File: src/rtl/twpd_pkg.sv
// ----------------------------------------------------------------------------
// Touch wheel position decoder package
// Widths, constants, lane type and helper functions of the decoder.
// ----------------------------------------------------------------------------
package twpd_pkg;

    localparam int CNT_W     = 16;               // pad count width
    localparam int NUM_PADS  = 4;                // up, right, down, left
    localparam int PCT_W     = 7;
    localparam int QBITS     = 7;                // quotient bits, 0..99
    localparam int NUM_W     = CNT_W + QBITS;    // drop * 100
    localparam int STEP_W    = 6;
    localparam int LED_W     = 4;
    localparam int S_W       = 12;               // wheel sum before rounding
    localparam int NUM_REGS  = 8;
    localparam int CFG_IDX_W = 4;
    localparam int REG_SEL_W = $clog2(NUM_REGS);

    localparam int IN_W      = NUM_PADS * CNT_W;
    localparam int OUT_BITS  = STEP_W + LED_W + NUM_PADS * PCT_W;
    localparam int OUT_W     = ((OUT_BITS + 7) / 8) * 8;
    localparam int OUT_PAD   = OUT_W - OUT_BITS;

    // Pad lanes, also the order of the register groups
    localparam int PAD_UP    = 0;
    localparam int PAD_RIGHT = 1;
    localparam int PAD_DOWN  = 2;
    localparam int PAD_LEFT  = 3;

    localparam int REG_UNTOUCHED_BASE = 0;
    localparam int REG_SPAN_BASE      = 4;

    localparam logic [CNT_W-1:0] CFG_RESET [NUM_REGS] = '{
        CNT_W'(1655), CNT_W'(1761), CNT_W'(2400), CNT_W'(2271),
        CNT_W'(103),  CNT_W'(98),   CNT_W'(200),  CNT_W'(176)
    };

    localparam int DROP_MARGIN = 5;
    localparam int PCT_FULL    = 100;
    localparam int BASE_HI     = 2400;
    localparam int BASE_LO     = 800;
    localparam int SLOPE_SHIFT = 3;              // eight counts per percent
    localparam int ROUND_HALF  = 50;
    localparam int RECIP_W     = 13;
    localparam int RECIP_MUL   = 5243;           // ceil(2^19 / 100)
    localparam int RECIP_SHIFT = 19;

    // LED band lower edges
    localparam int LED_EDGE_2 = 5;
    localparam int LED_EDGE_3 = 8;
    localparam int LED_EDGE_4 = 11;
    localparam int LED_EDGE_5 = 17;
    localparam int LED_EDGE_6 = 22;
    localparam int LED_EDGE_7 = 25;
    localparam int LED_EDGE_8 = 27;

    // Pipeline stage numbers
    localparam int ST_DROP     = 1;
    localparam int ST_NUM      = 2;
    localparam int ST_DIV_LAST = ST_NUM + QBITS;
    localparam int ST_SUM      = ST_DIV_LAST + 1;
    localparam int ST_WHEEL    = ST_SUM + 1;
    localparam int ST_OUT      = ST_WHEEL + 1;

    typedef struct packed {
        logic [NUM_W-1:0] rem;
        logic [CNT_W-1:0] span;
        logic [QBITS-1:0] q;
        logic             touched;
        logic             full;
    } t_lane;

    typedef logic [NUM_PADS-1:0][PCT_W-1:0] t_pcts;

    // One restoring division step at quotient bit b
    function automatic t_lane div_step(input t_lane l, input int unsigned b);
        t_lane            o;
        logic [NUM_W-1:0] trial;
        o     = l;
        trial = NUM_W'(l.span) << b;
        if (l.rem >= trial) begin
            o.rem = l.rem - trial;
            o.q   = l.q | (QBITS'(1) << b);
        end
        return o;
    endfunction

    function automatic logic [LED_W-1:0] led_band(input logic [STEP_W-1:0] s);
        logic [LED_W-1:0] b;
        priority if (s == '0)                  b = LED_W'(0);
        else if (s < STEP_W'(LED_EDGE_2))      b = LED_W'(1);
        else if (s < STEP_W'(LED_EDGE_3))      b = LED_W'(2);
        else if (s < STEP_W'(LED_EDGE_4))      b = LED_W'(3);
        else if (s < STEP_W'(LED_EDGE_5))      b = LED_W'(4);
        else if (s < STEP_W'(LED_EDGE_6))      b = LED_W'(5);
        else if (s < STEP_W'(LED_EDGE_7))      b = LED_W'(6);
        else if (s < STEP_W'(LED_EDGE_8))      b = LED_W'(7);
        else                                   b = LED_W'(8);
        return b;
    endfunction

endpackage

File: src/rtl/touch_wheel_position_decoder.sv
// Throughput: one item per cycle while i_m_axis_tready does not stall the
// pipeline; each pad has its own seven-stage restoring divider (one quotient
// bit per stage) and every stage holds its own valid bit.
// Each stage moves on when it is empty or its successor moves, so bubbles close up.
// Reset (synchronous, active low): the pipeline empties and the eight
// configuration registers return to their default levels and spans.
// ----------------------------------------------------------------------------
// Touch wheel position decoder
// Turns four capacitive pad counts into touch percentages, a wheel step and
// an LED band, in a twelve-stage pipeline.
// ----------------------------------------------------------------------------
module touch_wheel_position_decoder (
    input  logic                                i_clk,
    input  logic                                i_rst_n,
    // Configuration write channel
    input  logic                                i_cfg_valid,
    output logic                                o_cfg_ready,
    input  logic [twpd_pkg::CFG_IDX_W-1:0]      i_cfg_index,
    input  logic [twpd_pkg::CNT_W-1:0]          i_cfg_data,
    // Input items
    input  logic                                i_s_axis_tvalid,
    output logic                                o_s_axis_tready,
    // tdata, low bit up: raw_up, raw_right, raw_down, raw_left
    input  logic [twpd_pkg::IN_W-1:0]           i_s_axis_tdata,
    // Result items
    output logic                                o_m_axis_tvalid,
    input  logic                                i_m_axis_tready,
    // tdata, low bit up: wheel_step, led_index, pct_up, pct_right, pct_down,
    // pct_left, zero fill
    output logic [twpd_pkg::OUT_W-1:0]          o_m_axis_tdata
);
    import twpd_pkg::*;

    // Configuration registers: idle levels then spans, in pad order
    logic [CNT_W-1:0] r_cfg [NUM_REGS];

    // Stage valid bits and advance enables
    logic [ST_OUT:1] r_v;
    logic [ST_OUT:1] n_v;
    logic [ST_OUT:1] stg_en;

    // Per-pad lanes from the drop stage to the last division step
    t_lane r_ln [ST_DROP:ST_DIV_LAST][NUM_PADS];
    t_lane n_ln [ST_DROP:ST_DIV_LAST][NUM_PADS];

    // Tail stages
    t_pcts              r_pct_sum, n_pct_sum;
    logic [S_W-1:0]     r_x, n_x;
    t_pcts              r_pct_wh;
    logic [STEP_W-1:0]  r_wheel, n_wheel;
    t_pcts              r_pct_out;
    logic [STEP_W-1:0]  r_step_out;
    logic [LED_W-1:0]   r_led_out, n_led_out;

    logic [S_W+RECIP_W-1:0] prod;

    // ------------------------------------------------------------------
    // Configuration: always ready, writes past the list are dropped
    // ------------------------------------------------------------------
    assign o_cfg_ready = 1'b1;

    always_ff @(posedge i_clk) begin
        if (!i_rst_n) begin
            for (int i = 0; i < NUM_REGS; i++) begin
                r_cfg[i] <= CFG_RESET[i];
            end
        end else if (i_cfg_valid && (i_cfg_index < CFG_IDX_W'(NUM_REGS))) begin
            r_cfg[i_cfg_index[REG_SEL_W-1:0]] <= i_cfg_data;
        end
    end

    // ------------------------------------------------------------------
    // Flow control: a stage advances when empty or when the next one does
    // ------------------------------------------------------------------
    always_comb begin
        stg_en[ST_OUT] = !r_v[ST_OUT] || i_m_axis_tready;
        for (int k = ST_OUT - 1; k >= 1; k--) begin
            stg_en[k] = !r_v[k] || stg_en[k+1];
        end
        n_v[1] = i_s_axis_tvalid;
        for (int k = 2; k <= ST_OUT; k++) begin
            n_v[k] = r_v[k-1];
        end
    end

    assign o_s_axis_tready = stg_en[1];
    assign o_m_axis_tvalid = r_v[ST_OUT];

    always_ff @(posedge i_clk) begin
        if (!i_rst_n) begin
            r_v <= '0;
        end else begin
            for (int k = 1; k <= ST_OUT; k++) begin
                if (stg_en[k]) begin
                    r_v[k] <= n_v[k];
                end
            end
        end
    end

    // ------------------------------------------------------------------
    // Lane stages: drop, numerator, then one quotient bit per stage
    // ------------------------------------------------------------------
    always_comb begin
        for (int p = 0; p < NUM_PADS; p++) begin
            logic [CNT_W-1:0] raw;
            logic [CNT_W-1:0] idle;
            raw  = i_s_axis_tdata[p*CNT_W +: CNT_W];
            idle = r_cfg[REG_UNTOUCHED_BASE + p];
            // Drop only counts when raw + margin stays below idle, no wrap
            n_ln[ST_DROP][p].touched = ({1'b0, raw} + (CNT_W+1)'(DROP_MARGIN))
                                       < {1'b0, idle};
            n_ln[ST_DROP][p].rem     = NUM_W'(idle - raw);
            n_ln[ST_DROP][p].span    = r_cfg[REG_SPAN_BASE + p];
            n_ln[ST_DROP][p].q       = '0;
            n_ln[ST_DROP][p].full    = 1'b0;

            // Scale drop by 100; a drop at or past the span saturates
            n_ln[ST_NUM][p]      = r_ln[ST_DROP][p];
            n_ln[ST_NUM][p].rem  = NUM_W'(r_ln[ST_DROP][p].rem[CNT_W-1:0])
                                   * NUM_W'(PCT_FULL);
            n_ln[ST_NUM][p].full = r_ln[ST_DROP][p].touched &&
                                   (r_ln[ST_DROP][p].rem[CNT_W-1:0]
                                    >= r_ln[ST_DROP][p].span);

            for (int k = ST_NUM + 1; k <= ST_DIV_LAST; k++) begin
                n_ln[k][p] = div_step(r_ln[k-1][p], ST_DIV_LAST - k);
            end
        end
    end

    always_ff @(posedge i_clk) begin
        for (int k = ST_DROP; k <= ST_DIV_LAST; k++) begin
            if (stg_en[k]) begin
                r_ln[k] <= n_ln[k];
            end
        end
    end

    // ------------------------------------------------------------------
    // Sum stage: pick percentages, sign up/down by left against right
    // ------------------------------------------------------------------
    always_comb begin
        logic [S_W-1:0] slope_u;
        logic [S_W-1:0] slope_d;
        for (int p = 0; p < NUM_PADS; p++) begin
            priority if (r_ln[ST_DIV_LAST][p].full) begin
                n_pct_sum[p] = PCT_W'(PCT_FULL);
            end else if (r_ln[ST_DIV_LAST][p].touched) begin
                n_pct_sum[p] = r_ln[ST_DIV_LAST][p].q;
            end else begin
                n_pct_sum[p] = '0;
            end
        end
        slope_u = S_W'(n_pct_sum[PAD_UP]) << SLOPE_SHIFT;
        slope_d = S_W'(n_pct_sum[PAD_DOWN]) << SLOPE_SHIFT;
        // Rounding half is folded in here ahead of the divide by 100
        priority if (n_pct_sum[PAD_UP] != '0) begin
            if (n_pct_sum[PAD_LEFT] > n_pct_sum[PAD_RIGHT]) begin
                n_x = S_W'(BASE_HI + ROUND_HALF) + slope_u;
            end else begin
                n_x = S_W'(BASE_LO + ROUND_HALF) - slope_u;
            end
        end else if (n_pct_sum[PAD_DOWN] != '0) begin
            if (n_pct_sum[PAD_RIGHT] > n_pct_sum[PAD_LEFT]) begin
                n_x = S_W'(BASE_LO + ROUND_HALF) + slope_d;
            end else begin
                n_x = S_W'(BASE_HI + ROUND_HALF) - slope_d;
            end
        end else begin
            n_x = S_W'(ROUND_HALF);
        end
    end

    // Divide by 100 through a reciprocal; exact over the sum's range
    assign prod      = (S_W+RECIP_W)'(r_x) * (S_W+RECIP_W)'(RECIP_MUL);
    assign n_wheel   = prod[RECIP_SHIFT +: STEP_W];
    assign n_led_out = led_band(r_wheel);

    always_ff @(posedge i_clk) begin
        if (stg_en[ST_SUM]) begin
            r_pct_sum <= n_pct_sum;
            r_x       <= n_x;
        end
        if (stg_en[ST_WHEEL]) begin
            r_pct_wh <= r_pct_sum;
            r_wheel  <= n_wheel;
        end
        if (stg_en[ST_OUT]) begin
            r_pct_out  <= r_pct_wh;
            r_step_out <= r_wheel;
            r_led_out  <= n_led_out;
        end
    end

    assign o_m_axis_tdata = {{OUT_PAD{1'b0}},
                             r_pct_out[PAD_LEFT], r_pct_out[PAD_DOWN],
                             r_pct_out[PAD_RIGHT], r_pct_out[PAD_UP],
                             r_led_out, r_step_out};

endmodule

File: config.mk
export PLATFORM = sky130hd
export DESIGN_NAME = touch_wheel_position_decoder
export DESIGN_NICKNAME = d
export VERILOG_FILES = /design/src/rtl/twpd_pkg.sv /design/src/rtl/touch_wheel_position_decoder.sv
export SDC_FILE = /design/constraint.sdc
export NUM_CORES = 2
export LEC_CHECK = 0
export BUFFER_PORTS_ARGS = -buffer_cell sky130_fd_sc_hd__buf_2
export CAP_MARGIN = 20
export CELL_PAD_IN_SITES_DETAIL_PLACEMENT = 2
export CELL_PAD_IN_SITES_GLOBAL_PLACEMENT = 2
export CORE_UTILIZATION = 35
export CTS_BUF_LIST = sky130_fd_sc_hd__clkbuf_8
export CTS_CLUSTER_SIZE = 8
export DETAILED_ROUTE_END_ITERATION = 10
export HOLD_SLACK_MARGIN = 0.06
export PLACE_DENSITY = 0.68
export SYNTH_ARGS = -nofsm -noshare
export SYNTH_HDL_FRONTEND = slang
export SYNTH_SLANG_ARGS = --single-unit
File: constraint.sdc
create_clock -name i_clk -period 10.2 [get_ports i_clk]
set_clock_uncertainty 0.2 [all_clocks]
set_input_delay 2.04 -clock i_clk [delete_from_list [all_inputs] [get_ports i_clk]]
set_output_delay 2.04 -clock i_clk [all_outputs]
set_load 0.01 [all_outputs]
==> results.md <==
- Status: complete, no violations
- Switching Share: 0.393
- Fill cells: 26678
- Hold worst-path end: r_ln[0][967]
- Final setup viols: 0
- RSZ-0062 raised after global routing: false
- Distinct cells, synth: 95
- Leakage: 43.5 nW
- Synth top area share: 0.524
- Clk pin slew, worst setup/hold paths: 60 ps
- Critical Path End Type: output port
- Io pins: 132
- Internal Power: 20.6 mW
- Reg2reg setup slack: 4720 ps
- CTS tree: done
- Clk sinks: 1597
- ANT nets after route: 0
- Post-DP HPWL: 174000 µm
- Final Max Tran Viols: 0
- Share of layout cells above drive strength 1: 0.0798
- CTS Buf Count: 309
- Max VDD drop: 0.330 mV
- Final core occ: 0.394
- Synth Flop Type: edfxtp_1
- Vias in the first global route: 65718
- Ys Warns: 0
- Post-synth EDFFs: 1585
- Initial Utilization: 0.353
- Register area: 0.0478 mm²
- HP Start: r_ln[0][775]
- Critical Path Stages: 10
- Syn Std Cell Area: 0.0909 mm²
- Crit Path Category: in -> out
- Buf+Inv Stages, Crit Path: 3
- Post-placement setup slack: 2860 ps
- Setup TNS: 0 ps
- # DRC: 0
- Cts hold-fix bufs: 0
- Antenna violations before repair: 3
- Final hold violations: 0
- Post-CTS setup buffers: 0
- Routed len/inst: 18.8 µm
- Relative slew slack: 0.277
- Via/cell ratio: 4.98
- Ys async rst share: 0
- Die X: 512 µm
- Bufs on Longest Clock Path: 4
- GPL Wtd Cong: 0.819
- # rows: 186
- Initial DRC count: 2185
- Die Footprint: 0.262 mm²
- Net Switching: 13.3 mW
- Combinational Power Share: 0.484
- Post-cts gate resize count: 0
- H-tree depth: 5
- Period utilisation layout: 0.724
- Net count, final: 9363
- Multi-input gate area: 0.0385 mm²
- Clock root cell: clkbuf_8
- Area leader, netlist: edfxtp_1
- Yosys reg bits: 1597
- Chip Height: 512 µm
- Worst setup SP type: input port
- Worst-Skew Late Latency: 1040 ps
- Hold crit path type: reg -> reg
- Via count: 58954
- Gr usage total: 0.170
- Critical-path maximum fanout: 5
- Core Area: 0.257 mm²
- Critical path data arrival time: 5140 ps
- Design area: 0.101 mm²
- Sequential share of power: 0.337
- Clk pwr share: 0.179
- Max incr delay on CP: 560 ps
- Post-route setup slack: 2820 ps
- Number of port buffers: 128
- Cells after Synth: 7860
- Delay-heaviest family, CP: simple AND/OR/NAND/NOR gates
- CP Cell Sequence: buf_2, nor2b_1, inv_1, nor2_1, and2_1, and3_1, and2_1, and3_1, nand2_4, buf_2
- FMAX: 135 MHz
- Worst R2R Start: r_x[8]
- Slowest-stage cell, CP: and2_1
- Least-Margin Pin Slew: 1090 ps
- Area grow syn2layout: 11.6%
- DP Area: 0.0955 mm²
- Area contributors post-synth: edfxtp_1 52%, ha_1 13%, inv_1 4.5%
- Overflow after GRT: 0
- Reg2Reg Depth: 18
- Worst hold path depth: 0
- First-pass GRT wire length: 359000 µm
- Commonest cells post-synth: 1585 x edfxtp_1, 1085 x inv_1, 936 x ha_1, 466 x nand2_1, 464 x a21oi_1
- Pwr/cell area: 335 mW/mm²
- Hold slack: 192 ps
- Cell with the most instances after synthesis: edfxtp_1
- Period minus WS final: 7380 ps
- Max Cap Viol: 0
- First-pass iteration count of the detailed router: 5
- Sequential-to-total area share from yosys stat: 0.526
- Largest net degree at the start of global routing: 114
- Final WL: 223000 µm
- Critical Path RT: 7960 ps
- Synth Area per Inst: 11.6 µm²
- R2R Path End: r_wheel[3]
[cells in the final DEF, fill, tap and decap left out, drive strengths merged, types with 17 or more instances in the layout]
cell,synthesis,routed
o41ai,17,17
and3,20,20
or2,20,20
or3,76,76
nand4,73,73
a21oi,465,465
nand2,466,466
xor2,190,190
inv,1088,1172
nor3,142,142
mux2i,20,20
edfxtp,1585,1585
nor2,405,405
o21a,103,103
nand3,98,98
xnor2,328,328
clkinv,0,98
mux2,63,63
o21bai,31,31
ha,936,936
a211oi,48,48
fa,104,104
o2111ai,21,21
a2111oi,21,21
a211o,25,25
clkbuf,62,311
a21boi,39,39
buf,44,168
o21ai,472,472
and2,110,110
o211ai,22,22
bufinv,0,20
nor4,47,47
nand2b,120,120
nor2b,124,124
o31a,17,17
a21o,183,183
o31ai,68,68
a31oi,28,28
[final cells by class]
type,count,area share
repair buffers,168,0.0104
clock buffers,311,0.0422
flip-flops and latches,1597,0.472
inverters,1088,0.0405
well taps,3384,0.0417
diodes,3,0.0000740
multi-input cells,5070,0.379
clock inverters,213,0.0141
[state kept, by name (all words and copies together) (netlist names)]
| name | flops |
|---|---|
| r_ln | 1348 |
| r_cfg | 128 |
| o_m_axis_tdata | 28 |
| r_pct_sum | 28 |
| r_pct_wh | 28 |
| r_v | 12 |
| r_x | 9 |
| r_step_out | 6 |
| r_wheel | 6 |
| r_led_out | 4 |
[kinds of logic (layout without fill, tap and decap cells)]
group / after synthesis / after routing / share of synthesized area
AO/OA/AOI/OAI: 1653 / 1653 / 0.114
XOR/XNOR: 518 / 518 / 0.0499
adder cells (fa/ha/maj): 1040 / 1040 / 0.152
buffers and inverters: 1194 / 1780 / 0.0505
flip-flops: 1597 / 1597 / 0.526
multiplexers: 83 / 83 / 0.0101
other: 2 / 6 / 0.0000827
AND/OR/NAND/NOR: 1773 / 1773 / 0.0967
[routing by layer]
layer,up-vias,GRT usage,routed length [µm]
met3,401,0.0218,5200
met4,0,0.0526,6110
li1,28936,-,-
met5,-,0,0
met2,685,0.285,104000
met1,28932,0.227,107000
[worst max path at each step]
stage | from | end | slack [ps]
after floorplan | i_m_axis_tready | o_s_axis_tready | 1210
after global placement | i_m_axis_tready | o_s_axis_tready | 2930
after detailed placement | i_m_axis_tready | o_s_axis_tready | 2860
after CTS | i_m_axis_tready | o_s_axis_tready | 2820
after global routing | i_m_axis_tready | o_s_axis_tready | 2670
final | i_m_axis_tready | o_s_axis_tready | 2820
[power by group through the flow]
stage / registers, mW / logic [mW] / clock network, mW
2_1_floorplan: 10.9 / 12.4 / 0
3_3_place_gp: 11.5 / 15.6 / 0
3_5_place_dp: 11.6 / 16.5 / 0
4_1_cts: 11.5 / 16.7 / 6.34
5_1_grt: 11.7 / 18.8 / 6.57
6_report: 11.5 / 16.5 / 6.08
[per-stage QoR]
step	instances	total power, mW
after floorplan	7861	23.2
after global placement	11300	27.1
after detailed placement	11300	28.1
after CTS	11824	34.6
after global routing	11834	37.1
final	11834	34.0
[worst register-to-register path, cell delays in order (launching register included)]
cell      delay [ps]
edfxtp_1         530
inv_1            120
fa_1             540
fa_1             570
inv_1             70
fa_1             490
fa_1             490
inv_1             50
fa_1             470
inv_1             40
ha_1             280
a21oi_1          190
nand2_1          100
o211ai_1         220
nand2_1           90
or2_2            300
a21o_1           210
a21oi_1          180
xnor2_1           90
(Power assumes the default switching activity.)
